==> src/rtl/dcfp_pkg.sv <==
// shared types and constants of the downlink command frame parser
package dcfp_pkg;

   localparam int ByteWidth   = 8;
   localparam int ValueWidth  = 32;
   localparam int PeriodWidth = 24;
   localparam int CountWidth  = 3;
   localparam int QueueDepth  = 2;
   localparam int QueuePtrW   = 1;
   localparam int QueueCntW   = 2;
   localparam int ReqDataW    = 8;
   localparam int RspDataW    = 48;

   localparam logic [ByteWidth-1:0] CodeGpio   = 8'h04;
   localparam logic [ByteWidth-1:0] CodePeriod = 8'h05;
   localparam logic [ByteWidth-1:0] CodeTime   = 8'h07;

   localparam logic [CountWidth-1:0] GpioPayload  = 3'd1;
   localparam logic [CountWidth-1:0] LongPayload  = 3'd4;

   typedef enum logic [1:0] {
      KIND_GPIO   = 2'd0,
      KIND_PERIOD = 2'd1,
      KIND_TIME   = 2'd2
   } kind_type;

   typedef enum logic [1:0] {
      CLASS_GPIO    = 2'd0,
      CLASS_PERIOD  = 2'd1,
      CLASS_TIME    = 2'd2,
      CLASS_UNKNOWN = 2'd3
   } class_type;

   typedef struct packed {
      logic [ByteWidth-1:0] data;
      logic                 start;
      class_type            code_class;
      logic                 gpio_ok;
      logic [1:0]           gpio_num;
      logic                 gpio_level;
   } item_type;

   typedef struct packed {
      kind_type              kind;
      logic [1:0]            gpio_number;
      logic                  gpio_level;
      logic [ByteWidth-1:0]  period_index;
      logic [ValueWidth-1:0] cmd_value;
   } cmd_type;

endpackage

==> src/rtl/dcfp_front.sv <==
// front end: decodes each incoming byte as a possible record type or gpio payload
module dcfp_front
   import dcfp_pkg::*;
(
   input  logic [ByteWidth-1:0] rx_byte,
   input  logic                 frame_start,
   output item_type             item
);

   logic [3:0] nibble;

   always_comb begin
      nibble          = rx_byte[7:4];
      item.data       = rx_byte;
      item.start      = frame_start;
      item.gpio_num   = nibble[1:0];
      item.gpio_level = rx_byte[0];
      item.gpio_ok    = (nibble[3:2] == 2'b00) && (nibble[1:0] != 2'b00);
      unique case (rx_byte)
         CodeGpio:   item.code_class = CLASS_GPIO;
         CodePeriod: item.code_class = CLASS_PERIOD;
         CodeTime:   item.code_class = CLASS_TIME;
         default:    item.code_class = CLASS_UNKNOWN;
      endcase
   end

endmodule

==> src/rtl/dcfp_queue.sv <==
// two-entry item queue between front and back end
module dcfp_queue
   import dcfp_pkg::*;
(
   input  logic     clock,
   input  logic     reset,
   input  logic     push,
   input  item_type push_item,
   output logic     full,
   input  logic     pop,
   output logic     not_empty,
   output item_type pop_item
);

   item_type               entry_ff [QueueDepth];
   logic [QueuePtrW-1:0]   wr_ptr_ff, wr_ptr_in;
   logic [QueuePtrW-1:0]   rd_ptr_ff, rd_ptr_in;
   logic [QueueCntW-1:0]   count_ff, count_in;

   assign full      = (count_ff == QueueCntW'(QueueDepth));
   assign not_empty = (count_ff != '0);
   assign pop_item  = entry_ff[rd_ptr_ff];

   always_comb begin
      wr_ptr_in = push ? wr_ptr_ff + 1'b1 : wr_ptr_ff;
      rd_ptr_in = pop ? rd_ptr_ff + 1'b1 : rd_ptr_ff;
      count_in  = count_ff;
      if (push && !pop) begin
         count_in = count_ff + 1'b1;
      end else if (pop && !push) begin
         count_in = count_ff - 1'b1;
      end
   end

   always_ff @(posedge clock) begin
      if (reset) begin
         wr_ptr_ff <= '0;
         rd_ptr_ff <= '0;
         count_ff  <= '0;
      end else begin
         wr_ptr_ff <= wr_ptr_in;
         rd_ptr_ff <= rd_ptr_in;
         count_ff  <= count_in;
      end
   end

   always_ff @(posedge clock) begin
      if (push) begin
         entry_ff[wr_ptr_ff] <= push_item;
      end
   end

endmodule

==> src/rtl/dcfp_back.sv <==
// back end: record parser state and registered command output
module dcfp_back
   import dcfp_pkg::*;
(
   input  logic     clock,
   input  logic     reset,
   input  logic     item_valid,
   input  item_type item,
   output logic     item_pop,
   output logic     cmd_valid,
   output cmd_type  cmd,
   input  logic     cmd_ready
);

   typedef enum logic [1:0] {
      PH_IDLE    = 2'd0,
      PH_TYPE    = 2'd1,
      PH_PAYLOAD = 2'd2
   } phase_type;

   phase_type             phase_ff, phase_in;
   logic [ByteWidth-1:0]  left_ff, left_in;
   kind_type              rtype_ff, rtype_in;
   logic [CountWidth-1:0] count_ff, count_in;
   logic [ByteWidth-1:0]  index_ff, index_in;
   logic [ValueWidth-1:0] value_ff, value_in;
   logic                  valid_ff, valid_in;
   cmd_type               cmd_ff, cmd_in;
   logic [ValueWidth-1:0] shifted;

   assign item_pop  = item_valid && (!valid_ff || cmd_ready);
   assign cmd_valid = valid_ff;
   assign cmd       = cmd_ff;
   assign shifted   = {value_ff[ValueWidth-ByteWidth-1:0], item.data};

   always_comb begin
      phase_in = phase_ff;
      left_in  = left_ff;
      rtype_in = rtype_ff;
      count_in = count_ff;
      index_in = index_ff;
      value_in = value_ff;
      valid_in = valid_ff && !cmd_ready;
      cmd_in   = cmd_ff;
      if (item_pop) begin
         if (item.start) begin
            left_in  = item.data;
            count_in = '0;
            index_in = '0;
            value_in = '0;
            rtype_in = KIND_GPIO;
            phase_in = (item.data != '0) ? PH_TYPE : PH_IDLE;
         end else begin
            unique case (phase_ff)
               PH_TYPE: begin
                  if (left_ff == '0) begin
                     phase_in = PH_IDLE;
                  end else begin
                     left_in  = left_ff - 1'b1;
                     value_in = '0;
                     index_in = '0;
                     unique case (item.code_class)
                        CLASS_GPIO: begin
                           rtype_in = KIND_GPIO;
                           count_in = GpioPayload;
                           phase_in = PH_PAYLOAD;
                        end
                        CLASS_PERIOD: begin
                           rtype_in = KIND_PERIOD;
                           count_in = LongPayload;
                           phase_in = PH_PAYLOAD;
                        end
                        CLASS_TIME: begin
                           rtype_in = KIND_TIME;
                           count_in = LongPayload;
                           phase_in = PH_PAYLOAD;
                        end
                        default: phase_in = PH_IDLE;
                     endcase
                  end
               end
               PH_PAYLOAD: begin
                  if (left_ff != '0) begin
                     left_in = left_ff - 1'b1;
                  end
                  if (rtype_ff == KIND_GPIO) begin
                     count_in = '0;
                     phase_in = PH_TYPE;
                     if (item.gpio_ok) begin
                        valid_in           = 1'b1;
                        cmd_in.kind        = KIND_GPIO;
                        cmd_in.gpio_number = item.gpio_num;
                        cmd_in.gpio_level  = item.gpio_level;
                        cmd_in.period_index = '0;
                        cmd_in.cmd_value   = '0;
                     end
                  end else begin
                     if (rtype_ff == KIND_PERIOD && count_ff == LongPayload) begin
                        index_in = item.data;
                     end else begin
                        value_in = shifted;
                     end
                     count_in = count_ff - 1'b1;
                     if (count_ff == CountWidth'(1)) begin
                        phase_in            = PH_TYPE;
                        valid_in            = 1'b1;
                        cmd_in.kind         = rtype_ff;
                        cmd_in.gpio_number  = '0;
                        cmd_in.gpio_level   = 1'b0;
                        if (rtype_ff == KIND_PERIOD) begin
                           cmd_in.period_index = index_ff;
                           cmd_in.cmd_value    = {{(ValueWidth-PeriodWidth){1'b0}},
                                                  value_in[PeriodWidth-1:0]};
                        end else begin
                           cmd_in.period_index = '0;
                           cmd_in.cmd_value    = value_in;
                        end
                     end
                  end
               end
               default: phase_in = PH_IDLE;
            endcase
         end
      end
   end

   always_ff @(posedge clock) begin
      if (reset) begin
         phase_ff <= PH_IDLE;
         left_ff  <= '0;
         rtype_ff <= KIND_GPIO;
         count_ff <= '0;
         index_ff <= '0;
         value_ff <= '0;
         valid_ff <= 1'b0;
      end else begin
         phase_ff <= phase_in;
         left_ff  <= left_in;
         rtype_ff <= rtype_in;
         count_ff <= count_in;
         index_ff <= index_in;
         value_ff <= value_in;
         valid_ff <= valid_in;
      end
   end

   always_ff @(posedge clock) begin
      cmd_ff <= cmd_in;
   end

endmodule

==> src/rtl/downlink_command_frame_parser.sv <==
// top level of the downlink command frame parser
// bytes of a received downlink frame enter on the req_ channel, one item per
// byte, with req_tuser high on the length byte that opens a frame. decoded
// commands leave on the rsp_ channel: gpio set, period table write or clock
// time set, with the command kind on rsp_tuser.
// a two-entry queue sits between the decoding front end and the parser back
// end, the back end updates its record state once per byte, and one byte per
// cycle is sustained while no command is held waiting on rsp_tready.
// a command appears on rsp_ once the byte that completes it has been written
// into the queue and then popped by the parser step into the output register.
// reset empties the queue and the output register and puts the parser in idle,
// waiting for a frame start.
// when rsp_tready is low the held command stays on rsp_; the parser stops, the
// queue fills and req_tready drops once both queue entries are in use.
module downlink_command_frame_parser
   import dcfp_pkg::*;
(
   input  logic                clock,
   input  logic                reset,
   input  logic                req_tvalid,
   output logic                req_tready,
   input  logic [ReqDataW-1:0] req_tdata,   // rx_byte[7:0]
   input  logic                req_tuser,   // frame_start
   output logic                rsp_tvalid,
   input  logic                rsp_tready,
   output logic [RspDataW-1:0] rsp_tdata,   // gpio_number[1:0], gpio_level[2],
                                            // period_index[10:3], cmd_value[42:11]
   output logic [1:0]          rsp_tuser    // cmd_kind[1:0]
);

   item_type front_item;
   item_type queue_item;
   logic     queue_full;
   logic     queue_valid;
   logic     queue_pop;
   logic     push;
   cmd_type  cmd;

   assign req_tready = !queue_full;
   assign push       = req_tvalid && !queue_full;

   dcfp_front u_front (
      .rx_byte     (req_tdata),
      .frame_start (req_tuser),
      .item        (front_item)
   );

   dcfp_queue u_queue (
      .clock     (clock),
      .reset     (reset),
      .push      (push),
      .push_item (front_item),
      .full      (queue_full),
      .pop       (queue_pop),
      .not_empty (queue_valid),
      .pop_item  (queue_item)
   );

   dcfp_back u_back (
      .clock      (clock),
      .reset      (reset),
      .item_valid (queue_valid),
      .item       (queue_item),
      .item_pop   (queue_pop),
      .cmd_valid  (rsp_tvalid),
      .cmd        (cmd),
      .cmd_ready  (rsp_tready)
   );

   assign rsp_tuser = cmd.kind;
   assign rsp_tdata = {5'b0, cmd.cmd_value, cmd.period_index, cmd.gpio_level,
                       cmd.gpio_number};

endmodule

==> config.mk <==
export PLATFORM = sky130hd
export DESIGN_NAME = downlink_command_frame_parser
export DESIGN_NICKNAME = d
export VERILOG_FILES = /design/src/rtl/dcfp_pkg.sv /design/src/rtl/dcfp_front.sv /design/src/rtl/dcfp_queue.sv /design/src/rtl/dcfp_back.sv /design/src/rtl/downlink_command_frame_parser.sv
export SDC_FILE = /design/constraint.sdc
export NUM_CORES = 1
export LEC_CHECK = 0
export BUFFER_PORTS_ARGS = -buffer_cell sky130_fd_sc_hd__buf_4
export CAP_MARGIN = 20
export CORE_MARGIN = 2
export CORE_UTILIZATION = 55
export CTS_BUF_LIST = sky130_fd_sc_hd__clkbuf_16
export DETAILED_ROUTE_END_ITERATION = 10
export PLACE_DENSITY = 0.75
export SLEW_MARGIN = 20
export SYNTH_ARGS = -nofsm -noshare
export SYNTH_HDL_FRONTEND = slang
export SYNTH_SLANG_ARGS = --single-unit
==> constraint.sdc <==
create_clock -name clock -period 6.4 [get_ports clock]
set_clock_uncertainty 0.05 [all_clocks]
set_input_delay 1.28 -clock clock [delete_from_list [all_inputs] [get_ports clock]]
set_output_delay 1.28 -clock clock [all_outputs]
set_load 0.01 [all_outputs]
* Word-level counts from Yosys, hierarchy flattened
Memory sizes are Yosys's and may differ from the RTL's. A register that Yosys moved wholly into a read port is not among the register bits. Cells that the tools add are included.
Cells by class: add/subtract/negate cells 6, multiply operators 0, div/mod/pow operators 0, magnitude comparators 0, equal/unequal tests 19, shift operators 0, mux-type cells 47, bitwise operators 1, reductions and logical operators 35
Operators with widths (count):
- $mux W45 | 3
- $mux W32 | 4
- $pmux W32 S2 | 1
- $mux W8 | 7
- $mux W40 | 1
- $pmux W8 S2 | 2
- $eq A8 B3 Y1 const B | 3
- $mux W2 | 10
- $reduce_and A4 Y1 | 4
- $reduce_bool A8 Y1 | 2
- $pmux W2 S3 | 2
- $pmux W3 S2 | 2
- $mux W1 | 11
- $reduce_and A5 Y1 | 2
- $reduce_bool A2 Y1 | 5
- $mux W3 | 3
- $logic_not A8 Y1 | 1
- $sub A8 B1 Y8 const B | 1
- $logic_and A1 B1 Y1 | 7
- $eq A2 B1 Y1 const B | 3
- $eq A2 B2 Y1 const B | 3
- $logic_not A2 Y1 | 3
- $ne A3 B2 Y1 const B | 2
- $ne A3 B3 Y1 const B | 2
- 18 further kinds | 24
Word-level totals: bits in registers 105, latch bits 0, memory bits (writable) 30, ROM bits 0, input port bits 13, word-level logic and storage cells 124, memories kept 1
Memories:
- u_queue.entry_ff | words 2, width 15, rd ports 1, clocked after memory_dff 1, wr ports 1, line dcfp_queue.sv:15 | item_type entry_ff [QueueDepth];

* Longest topological paths before layout
Gate-level depths: netlist of run 1.
word-level depth 7, depth in mapped cells 9, mapped depth without buffers 7

* Cells and area by module
A second synthesis of run 1 with hierarchy kept.
Second synthesis, totals: cell total of the unflattened synthesis 528, area total of the unflattened synthesis 5779.3 sq um
Modules (own cells, without submodules):
- dcfp_back | instances 1, cells each 433, area an instance 4300.4 sq um
- dcfp_queue | instances 1, cells each 69, area an instance 1292.5 sq um
- dcfp_front | instances 1, cells each 18, area an instance 135.1 sq um
- downlink_command_frame_parser | instances 1, cells each 8, area an instance 51.3 sq um

* Worst setup path before layout of run 1
No wires, ideal clock.
path kind input-to-reg, start in rsp_tready, end reg u_back.cmd_ff, in the netlist u_back.cmd[0], enable pin, arrival time 4836 ps, data required time 5844 ps, path slack 1008 ps, stages 4, buffers on the path 0, path through nor2b_1 nor2_1 inv_1 nor3_1
On the way: longest elaborated chain between the ends 3
Ends and longest elaborated chain:
- start: declaration | line downlink_command_frame_parser.sv:25 | input logic rsp_tready,
- $logic_or A1 B1 Y1 | line dcfp_back.sv:31 | assign item_pop = item_valid && (!valid_ff || cmd_ready);
- $logic_and A1 B1 Y1 | line dcfp_back.sv:31
- $reduce_and A5 Y1 (no line)
- end signal: assignment | line dcfp_back.sv:148 | cmd_ff <= cmd_in;
- end: declaration | line dcfp_back.sv:28 | cmd_type cmd_ff, cmd_in;
No other way between the ends. A chain may end at the register's enable or synchronous reset.

* Final worst setup path of run 1
start reg u_back.rtype_ff[1], end reg u_back.index_ff[6]
On the way: longest elaborated chain between the ends 4, elaborated cells on any way between the ends 6, classes of those cells eq/ne (3); reduce/logical (3)
Ends and longest elaborated chain:
- start: declaration | line dcfp_back.sv:23 | kind_type rtype_ff, rtype_in;
- start signal: assignment | line dcfp_back.sv:139 | rtype_ff <= rtype_in;
- $eq A2 B1 Y1 | line dcfp_back.sv:98 | if (rtype_ff == KIND_PERIOD && count_ff == LongPayload) begin
- $logic_and A1 B1 Y1 | line dcfp_back.sv:98
- $ne A3 B2 Y1 (no line)
- $reduce_and A5 Y1 (no line) *
- end signal: assignment | line dcfp_back.sv:141 | index_ff <= index_in;
- end: declaration | line dcfp_back.sv:25 | logic [ByteWidth-1:0] index_ff, index_in;
Every way passes the cells marked *; elsewhere a longest branch is shown, timed or not.

==> results.toml, run 1 <==
[clock_tree]
cts.sinks = 122
cts_buffers = 17
cts_tree = "done"
cts_root_buf = "clkbuf_16"
post-cts-setup-buffers = 0
cts.hold.buffers_added = 0
cts_repair_resize_count = 0
cts.clk_slew.worst_paths_ns = 0.06
ctsHtreeMaxLevel = 4
clk-insertion-delay-late_ns = 0.41
clk_path_buf_depth = 2

[placement]
gp_congestion = 0.8600
dpl.hpwl_mm = 7.291
dp.cells = 659
place_area_um2 = 5839
dp_slack_ns = 3.101
io_buffers = 59

[die]
dieArea_um2 = 10560
ios = 65
fp.dieW_um = 102.8
start_util = 0.5567
die_y_um = 102.8
core_um2 = 9639
rows = 36

[cells_and_area]
drive_gt1_frac = 0.1953
layout.cells.non_filler = 691
diodes = 0
multi_input_area_um2 = 2028
fin_util = 0.6695
num-fill-cells = 758
layout_common_cells = "69 x edfxtp_1, 62 x buf_4, 58 x nand2_1, 53 x dfxtp_1, 40 x a21oi_1"
seq_area_um2 = 3133
layout_commonest_cell = "edfxtp_1"
fin_area_um2 = 6454
area_growth_pct = 20.26
layout.nets = 571

[setup_path]
crit_slowest_cell = "and3_1"
timing.rr.start = "u_back.rtype_ff[1]$_SDFFE_PP0P_"
cp-end-kind = "register"
crit_path_max_incr_delay_ns = 0.84
ff2ff_setup_slack_ns = 3.31
crit_fanout = 20
cp-start-kind = "register"
crit_start = "u_back.rtype_ff[1]$_SDFFE_PP0P_"
cp.required_ns = 6.69
path_cells = "nor2b_1 > and3_1 > o221ai_2 > or3_1 > a21oi_1"
arrival_ns = 3.37
worst-path-buf-inv = 0
cp_top_family = "simple AND/OR/NAND/NOR gates"
setup.worst_path.class = "register to register"

[drt]
wl_mm = 11.29
drt_pass1_iterations = 4
route.detailed.drc = 0
postRouteAntennaNets = 0
post_drt_wl_per_cell_um = 16.34
dr.first_iter.drc_count = 268
via_per_inst = 5.689
vias = 3931

[timing]
tightestPinTransition_ns = 0.9681
hold_slack_ns = 0.3963
fin_crit_ns = 3.086
setup_ws_ns = 3.314
setup_viol = 0
drv_slew = 0
rsz0062_at_grt = "false"
finalCritPeriodShare = 0.4821
slew_headroom = 0.3522
hold_viol_final = 0
fmax_mhz = 324.1
setup-tns-final_ns = 0

[yosys]
avgSynthCellArea_um2 = 10.84
ys_types = 54
yosysWarnings = 0
post-synth-top-area-cell = "edfxtp_1"
synthesis.area_um2 = 5366
synth_ff_type = "edfxtp_1"
async_reset_ff_frac = 0
synth-seq-cells = 122
synth_edf_count = 69
synth_seq_area_share = 0.5838
synthCells = 495
synth_top_area_share = 0.3861
synthTopCellsByArea = "edfxtp_1 39%, dfxtp_1 20%, nand2_1 4.1%"

[pwr]
total_leakage_power_nw = 2.385
power_density_nw_per_um2 = 373.3
total_power_mw = 2.409
peakVddDrop_v = 0.0002238

[global_route]
grt_max_degree = 63
grt_pass1_vias = 3706
grt_pass1_wl_mm = 17.99
grt_usage = 0.2268
antenna_found_initial = 0
grt_overflow_total = 0

[worst_hold_path]
hold_class = "register to register"
hp-start = "u_back.index_ff[3]$_SDFFE_PP0P_"

[flow_run]
drv_cap = 0

[run_status]
status = "completed"
==> cells by family (layout without fill, tap and decap cells) <==
group	count (synthesis)	in the layout	synth area share
AOI/OAI and AO/OA	109	109	0.1359
DFF	122	122	0.5838
xor gates and xnor gates	6	6	0.009792
muxes	14	14	0.02635
buffers and inverters	51	110	0.04453
and+or+nand+nor	179	179	0.1686
other	1	5	0.0006988
adders and majority gates	13	13	0.03031
==> cell usage after synthesis, types with 3 or more instances <==
cell type	number
a211oi_1	5
a21oi_1	40
a31oi_1	5
and2_1	16
and3_1	3
buf_2	5
buf_4	7
clkbuf_1	19
dfxtp_1	53
edfxtp_1	69
ha_1	13
inv_1	16
mux2i_1	13
nand2_1	58
nand2b_1	24
nand3_1	7
nand3b_1	3
nor2_1	32
nor2b_1	5
nor3_1	4
nor4_1	3
nor4b_1	3
o211ai_1	4
o21ai_0	16
o22ai_1	13
o22ai_2	4
o32ai_1	7
or3_1	12
xor2_1	4
==> tightest hold or removal path, cell delays in order (launching register included) <==
cell	delay, ns
dfxtp_1	0.30
nand2_1	0.05
a21oi_1	0.05
==> worst paths after layout <==
path / to / cells past startpoint
hold / removal: u_back.index_ff[3]$_SDFFE_PP0P_ / 2
hold reg to reg: u_back.index_ff[3]$_SDFFE_PP0P_ / 2
setup reg to reg: u_back.index_ff[6]$_SDFFE_PP0P_ / 5
setup / recovery: u_back.index_ff[6]$_SDFFE_PP0P_ / 5
==> where the power goes <==
part,switching (mW),total (mW),internal [mW]
combinational,0.340,0.510,0.169
sequential,0.0562,0.944,0.888
clock,0.344,0.955,0.611
==> layout make-up <==
cell class / count / area share
Multi-Input combinational cell: 326 / 0.3143
Sequential cell: 122 / 0.4855
Inverter: 16 / 0.009306
Timing Repair Buffer: 62 / 0.07212
Clock buffer: 17 / 0.06592
Clock inverter: 15 / 0.02714
Tap cell: 133 / 0.02579
==> flip-flops by register name (all words and copies together) (netlist names), named ones only <==
signal	count
u_back.cmd_valid	1
u_back.phase_ff	2
u_back.rtype_ff	2
u_queue.wr_ptr_ff	1
u_back.index_ff	8
u_back.count_ff	3
u_queue.entry_ff	24
u_back.left_ff	8
u_back.cmd	45
u_queue.count_ff	2
u_queue.rd_ptr_ff	1
u_back.value_ff	24
==> layer usage <==
| metal | track usage | vias to the layer above | wire [um] |
|---|---|---|---|
| li1 | - | 1872 | - |
| met1 | 0.2731 | 1898 | 4626 |
| met2 | 0.3806 | 131 | 5709 |
| met3 | 0.05831 | 30 | 614 |
| met4 | 0.1103 | 0 | 337 |
| met5 | 0 | - | 0 |
(Power assumes the default switching activity.)
==> inputs of run 2 (changes only) <==
--- a/config.mk
+++ b/config.mk
@@ -8,10 +8,10 @@
 export BUFFER_PORTS_ARGS = -buffer_cell sky130_fd_sc_hd__buf_4
 export CAP_MARGIN = 20
 export CORE_MARGIN = 2
-export CORE_UTILIZATION = 55
+export CORE_UTILIZATION = 52
 export CTS_BUF_LIST = sky130_fd_sc_hd__clkbuf_16
 export DETAILED_ROUTE_END_ITERATION = 10
-export PLACE_DENSITY = 0.75
+export PLACE_DENSITY = 0.74
 export SLEW_MARGIN = 20
 export SYNTH_ARGS = -nofsm -noshare
 export SYNTH_HDL_FRONTEND = slang
==> constraint.sdc (replaced) <==
create_clock -name clock -period 2.7 [get_ports clock]
set_clock_uncertainty 0.05 [all_clocks]
set_input_delay 0.54 -clock clock [delete_from_list [all_inputs] [get_ports clock]]
set_output_delay 0.54 -clock clock [all_outputs]
set_load 0.01 [all_outputs]
==> run 2 against run 1 <==
Net effect: routed wire length decreased by 0.64%; via count decreased by 1.9%; largest power group unchanged; cell count increased by 2.5%; sequential power increased by 130%; sequential cell count unchanged; combinational power increased to 2.5 times the previous value; critical path type unchanged.
==> results.toml, run 2 (same netlist as run 1, synthesis figures left out) <==
[cells_and_area]
layout.nets = 585
area_growth_pct = 22.10
layout_common_cells = "75 x buf_4, 69 x edfxtp_1, 58 x nand2_1, 53 x dfxtp_1, 40 x a21oi_1"
largest_register_ffs = 45
diodes = 0
fin_area_um2 = 6553
layout_commonest_cell = "buf_4"
drive_gt1_frac = 0.2080

[setup_path]
setup.worst_path.class = "register to register"
arrival_ns = 2.61
cp-end-kind = "register"
cp-start-kind = "register"
crit_fanout = 9
cp.required_ns = 2.91

[pwr]
power_density_nw_per_um2 = 873.8
peakVddDrop_v = 0.0006043
total_power_mw = 5.725
total_leakage_power_nw = 2.462

[global_route]
grt_overflow_total = 0
grt_pass1_vias = 3721
grt_usage = 0.2113
grt_max_degree = 63
antenna_found_initial = 0
grt_pass1_wl_mm = 18.39

[timing]
hold_viol_final = 0
rsz0062_at_grt = "false"
tightestPinTransition_ns = 0.8908
fmax_mhz = 418.1
slew_headroom = 0.4006
fin_crit_ns = 2.392
setup_ws_ns = 0.3083
drv_slew = 0
finalCritPeriodShare = 0.8858
setup-tns-final_ns = 0
setup_viol = 0

[die]
core_um2 = 10180
ios = 65
start_util = 0.5269
dieArea_um2 = 11150
die_y_um = 105.6
fp.dieW_um = 105.6
rows = 37

[clock_tree]
clk_path_buf_depth = 2
cts.hold.buffers_added = 0
cts.sinks = 122
cts_tree = "done"
cts.clk_slew.worst_paths_ns = 0.06
cts_buffers = 17
ctsHtreeMaxLevel = 4
clk-insertion-delay-late_ns = 0.40
cts_repair_resize_count = 0
post-cts-setup-buffers = 0
cts_root_buf = "clkbuf_16"

[flow_run]
drv_cap = 0

[placement]
place_area_um2 = 5967
gp_congestion = 0.9184
dpl.hpwl_mm = 7.638
dp_slack_ns = 0.3357
io_buffers = 59

[drt]
wl_mm = 11.22
postRouteAntennaNets = 0
vias = 3858
route.detailed.drc = 0
dr.first_iter.drc_count = 226
drt_pass1_iterations = 4
via_per_inst = 5.449
post_drt_wl_per_cell_um = 15.84

[run_status]
status = "completed"

[worst_hold_path]
hold_class = "input pin to register"
==> run 2: per-stage QoR <==
stage / cells / utilization / hold slack (ns)
after floorplan: 499 / - / 0.3773
after global placement: 676 / 0.5859 / 0.3846
after detailed placement: 676 / 0.5859 / 0.3931
after CTS: 708 / 0.6434 / 0.2674
after global routing: 708 / 0.6434 / 0.2621
final: 708 / 0.6434 / 0.2798
==> run 2: power by group <==
part	internal (mW)	total [mW]	switching [mW]
logic	0.466	1.28	0.817
registers	2.10	2.21	0.109
clock network	1.43	2.23	0.794
==> run 2: layer usage <==
layer	track usage	routed length, um	up-vias
met4	0.07801	209	0
met1	0.2722	5076	1849
met5	0	0	-
met3	0.05380	491	16
li1	-	-	1899
met2	0.3456	5439	94
==> run 2: final cells by class <==
type	count	area [um2]
Clock buffer	17	425.4
Timing Repair Buffer	76	583.1
Clock inverter	15	160.2
Sequential cell	122	3133
Fill cell	828	3632
Multi-Input combinational cell	326	2021
Tap cell	136	170.2
Inverter	16	60.06
==> run 2: critical path, cell delays in order (launching register included) <==
cell      delay (ns)
dfxtp_1         0.32
inv_1           0.09
ha_1            0.30
nor2_1          0.11
a211oi_4        0.38
o221ai_2        0.20
a31oi_2         0.46
buf_4           0.25
o32ai_1         0.08
==> run 2: worst paths after layout <==
path                                                       from                               end  slack, ns  cells after the start
worst min register to register  u_back.index_ff[0]$_SDFFE_PP0P_   u_back.index_ff[0]$_SDFFE_PP0P_       0.40                      2
worst min-delay path                               req_tdata[2]  u_queue.entry_ff[1][9]$_DFFE_PP_       0.28                      1
worst max register to register  u_back.phase_ff[0]$_SDFFE_PP0P_   u_back.value_ff[3]$_SDFFE_PP0P_       0.31                      8
worst max-delay path            u_back.phase_ff[0]$_SDFFE_PP0P_   u_back.value_ff[3]$_SDFFE_PP0P_       0.31                      8
==> inputs of run 3 (changes only) <==
--- a/config.mk
+++ b/config.mk
@@ -5,13 +5,13 @@
 export SDC_FILE = /design/constraint.sdc
 export NUM_CORES = 1
 export LEC_CHECK = 0
-export BUFFER_PORTS_ARGS = -buffer_cell sky130_fd_sc_hd__buf_4
 export CAP_MARGIN = 20
 export CORE_MARGIN = 2
-export CORE_UTILIZATION = 52
+export CORE_UTILIZATION = 55
 export CTS_BUF_LIST = sky130_fd_sc_hd__clkbuf_16
 export DETAILED_ROUTE_END_ITERATION = 10
-export PLACE_DENSITY = 0.74
+export DONT_BUFFER_PORTS = 1
+export PLACE_DENSITY = 0.72
 export SLEW_MARGIN = 20
 export SYNTH_ARGS = -nofsm -noshare
 export SYNTH_HDL_FRONTEND = slang
==> run 3 against run 2 <==
Net effect: worst hold slack worse by 0.13 ns; critical endpoint is now u_back.index_ff[2]$_SDFFE_PP0P_; largest power group is now sequential cells; highest routed layer unchanged; critical path type unchanged; via count down 5.5%; total power down 4.5%.
==> results.toml, run 3 (same netlist as run 1, synthesis figures left out) <==
[timing]
setup_viol = 0
fin_crit_ns = 2.401
hold_slack_ns = 0.1451
setup-tns-final_ns = 0
tightestPinTransition_ns = 0.7550
finalCritPeriodShare = 0.8891
drv_slew = 0
rsz0062_at_grt = "false"
fmax_mhz = 416.6
hold_viol_final = 0
slew_headroom = 0.4921

[global_route]
grt_usage = 0.2256
grt_pass1_vias = 3474
antenna_found_initial = 0
grt_max_degree = 63
grt_overflow_total = 0
grt_pass1_wl_mm = 17.74

[cells_and_area]
area_growth_pct = 12.22
layout.nets = 523
largest_register_ffs = 45
fin_area_um2 = 6022
fin_util = 0.6247
layout.cells.non_filler = 643
layout_commonest_cell = "edfxtp_1"
diodes = 0
drive_gt1_frac = 0.1078
layout_common_cells = "69 x edfxtp_1, 58 x nand2_1, 53 x dfxtp_1, 40 x a21oi_1, 32 x nor2_1"

[pwr]
switching_share = 0.3113
power_density_nw_per_um2 = 907.6
p_seq_frac = 0.406
power_switching_mw = 1.701
power_frac_clock = 0.366
p_int_mw = 3.764
peakVddDrop_v = 0.0006779
total_leakage_power_nw = 2.117
power_frac_comb = 0.228

[die]
dieArea_um2 = 10560
die_y_um = 102.8
start_util = 0.5567
ios = 65
fp.dieW_um = 102.8
core_um2 = 9639
rows = 36

[setup_path]
crit_slowest_cell = "and3_1"
crit_fanout = 16
path_cells = "nor2b_2 > and3_1 > o221ai_2 > or3_1 > a21oi_1"
cp-start-kind = "register"
crit_path_max_incr_delay_ns = 0.49
setup.worst_path.class = "register to register"
cp.required_ns = 2.99
cp-end-kind = "register"
arrival_ns = 2.69

[drt]
route.met2.wl_mm = 5.565
postRouteAntennaNets = 0
vias = 3647
top_layer_used = "met4"
wl_mm = 11.19
post_drt_wl_per_cell_um = 17.40
via_per_inst = 5.672
route.detailed.drc = 0
wl_met1_mm = 4.786
wl_met3_um = 581
drt_pass1_iterations = 4
dr.first_iter.drc_count = 289

[clock_tree]
ctsHtreeMaxLevel = 4
cts_root_buf = "clkbuf_16"
cts.hold.buffers_added = 0
clk_path_buf_depth = 2
cts_buffers = 17
cts.clk_slew.worst_paths_ns = 0.05
cts_tree = "done"
cts.sinks = 122
clk-insertion-delay-late_ns = 0.41

[placement]
io_buffers = 0
dpl.hpwl_mm = 7.305
gp_congestion = 0.9318
dp.cells = 611
place_area_um2 = 5498

[flow_run]
drv_cap = 0

[worst_hold_path]
hold_class = "input pin to register"

[run_status]
status = "completed"
run 3: cell count changes in the layout (fill, tap and decap cells not counted), moves of 2 or more:
cell | before | now
buf_4 | 75 | 13
bufinv_16 | 3 | 1
clkinv_1 | 1 | 3
clkinv_2 | 3 | 5
run 3: critical path, delay by kind of cell (launching register included):
| kind | cells | cell delay, ns |
|---|---|---|
| compound gates | 2 | 0.53 |
| flops | 1 | 0.44 |
| simple gates | 3 | 1.30 |
run 3: worst paths after layout:
check                                       start                               to  slack (ns)  depth (start not counted)
hold / removal                              reset   u_back.left_ff[3]$_SDFFE_PP0P_        0.15                          1
setup / recovery  u_back.rtype_ff[1]$_SDFFE_PP0P_  u_back.index_ff[2]$_SDFFE_PP0P_        0.30                          5
hold reg to reg   u_back.index_ff[1]$_SDFFE_PP0P_  u_back.index_ff[1]$_SDFFE_PP0P_        0.39                          2
setup reg to reg  u_back.rtype_ff[1]$_SDFFE_PP0P_  u_back.index_ff[2]$_SDFFE_PP0P_        0.30                          5
run 3: layout make-up:
class	count	area, um2
Fill cell	768	3617
Sequential cell	122	3133
Multi-Input combinational cell	326	2023
Clock buffer	17	425.4
Tap cell	133	166.4
Timing Repair Buffer	14	117.6
Clock inverter	15	96.34
Inverter	16	60.06
run 3: timing repair:
item                                   CTS  global route
setup buffers                            0             0
endpoints found under the hold margin    0             0
setup endpoints to repair                0             8
gates resized for setup                  0             1
run 3: per-layer routing:
layer,vias to the layer above,track usage
met1,1734,0.2845
met2,114,0.3695
met4,0,0.09413
li1,1772,-
met3,27,0.06034
met5,-,0
run 3: per-stage QoR:
step / power (mW) / setup slack [ns]
3_3_place_gp: 3.431 / 0.3447
3_5_place_dp: 3.472 / 0.1905
6_report: 5.465 / 0.2994
4_1_cts: 5.455 / 0.1158
2_1_floorplan: 3.151 / 0.01731
5_1_grt: 5.702 / 0.09736
run 3: power by group through the flow:
stage               Sequential, mW  Combinational [mW]  Clock (mW)
detailed placement            2.25                1.22           0
finish                        2.22                1.25        2.00
global route                  2.23                1.38        2.09
floorplan                     2.21               0.938           0
global placement              2.24                1.19           0
CTS                           2.22                1.24        2.00
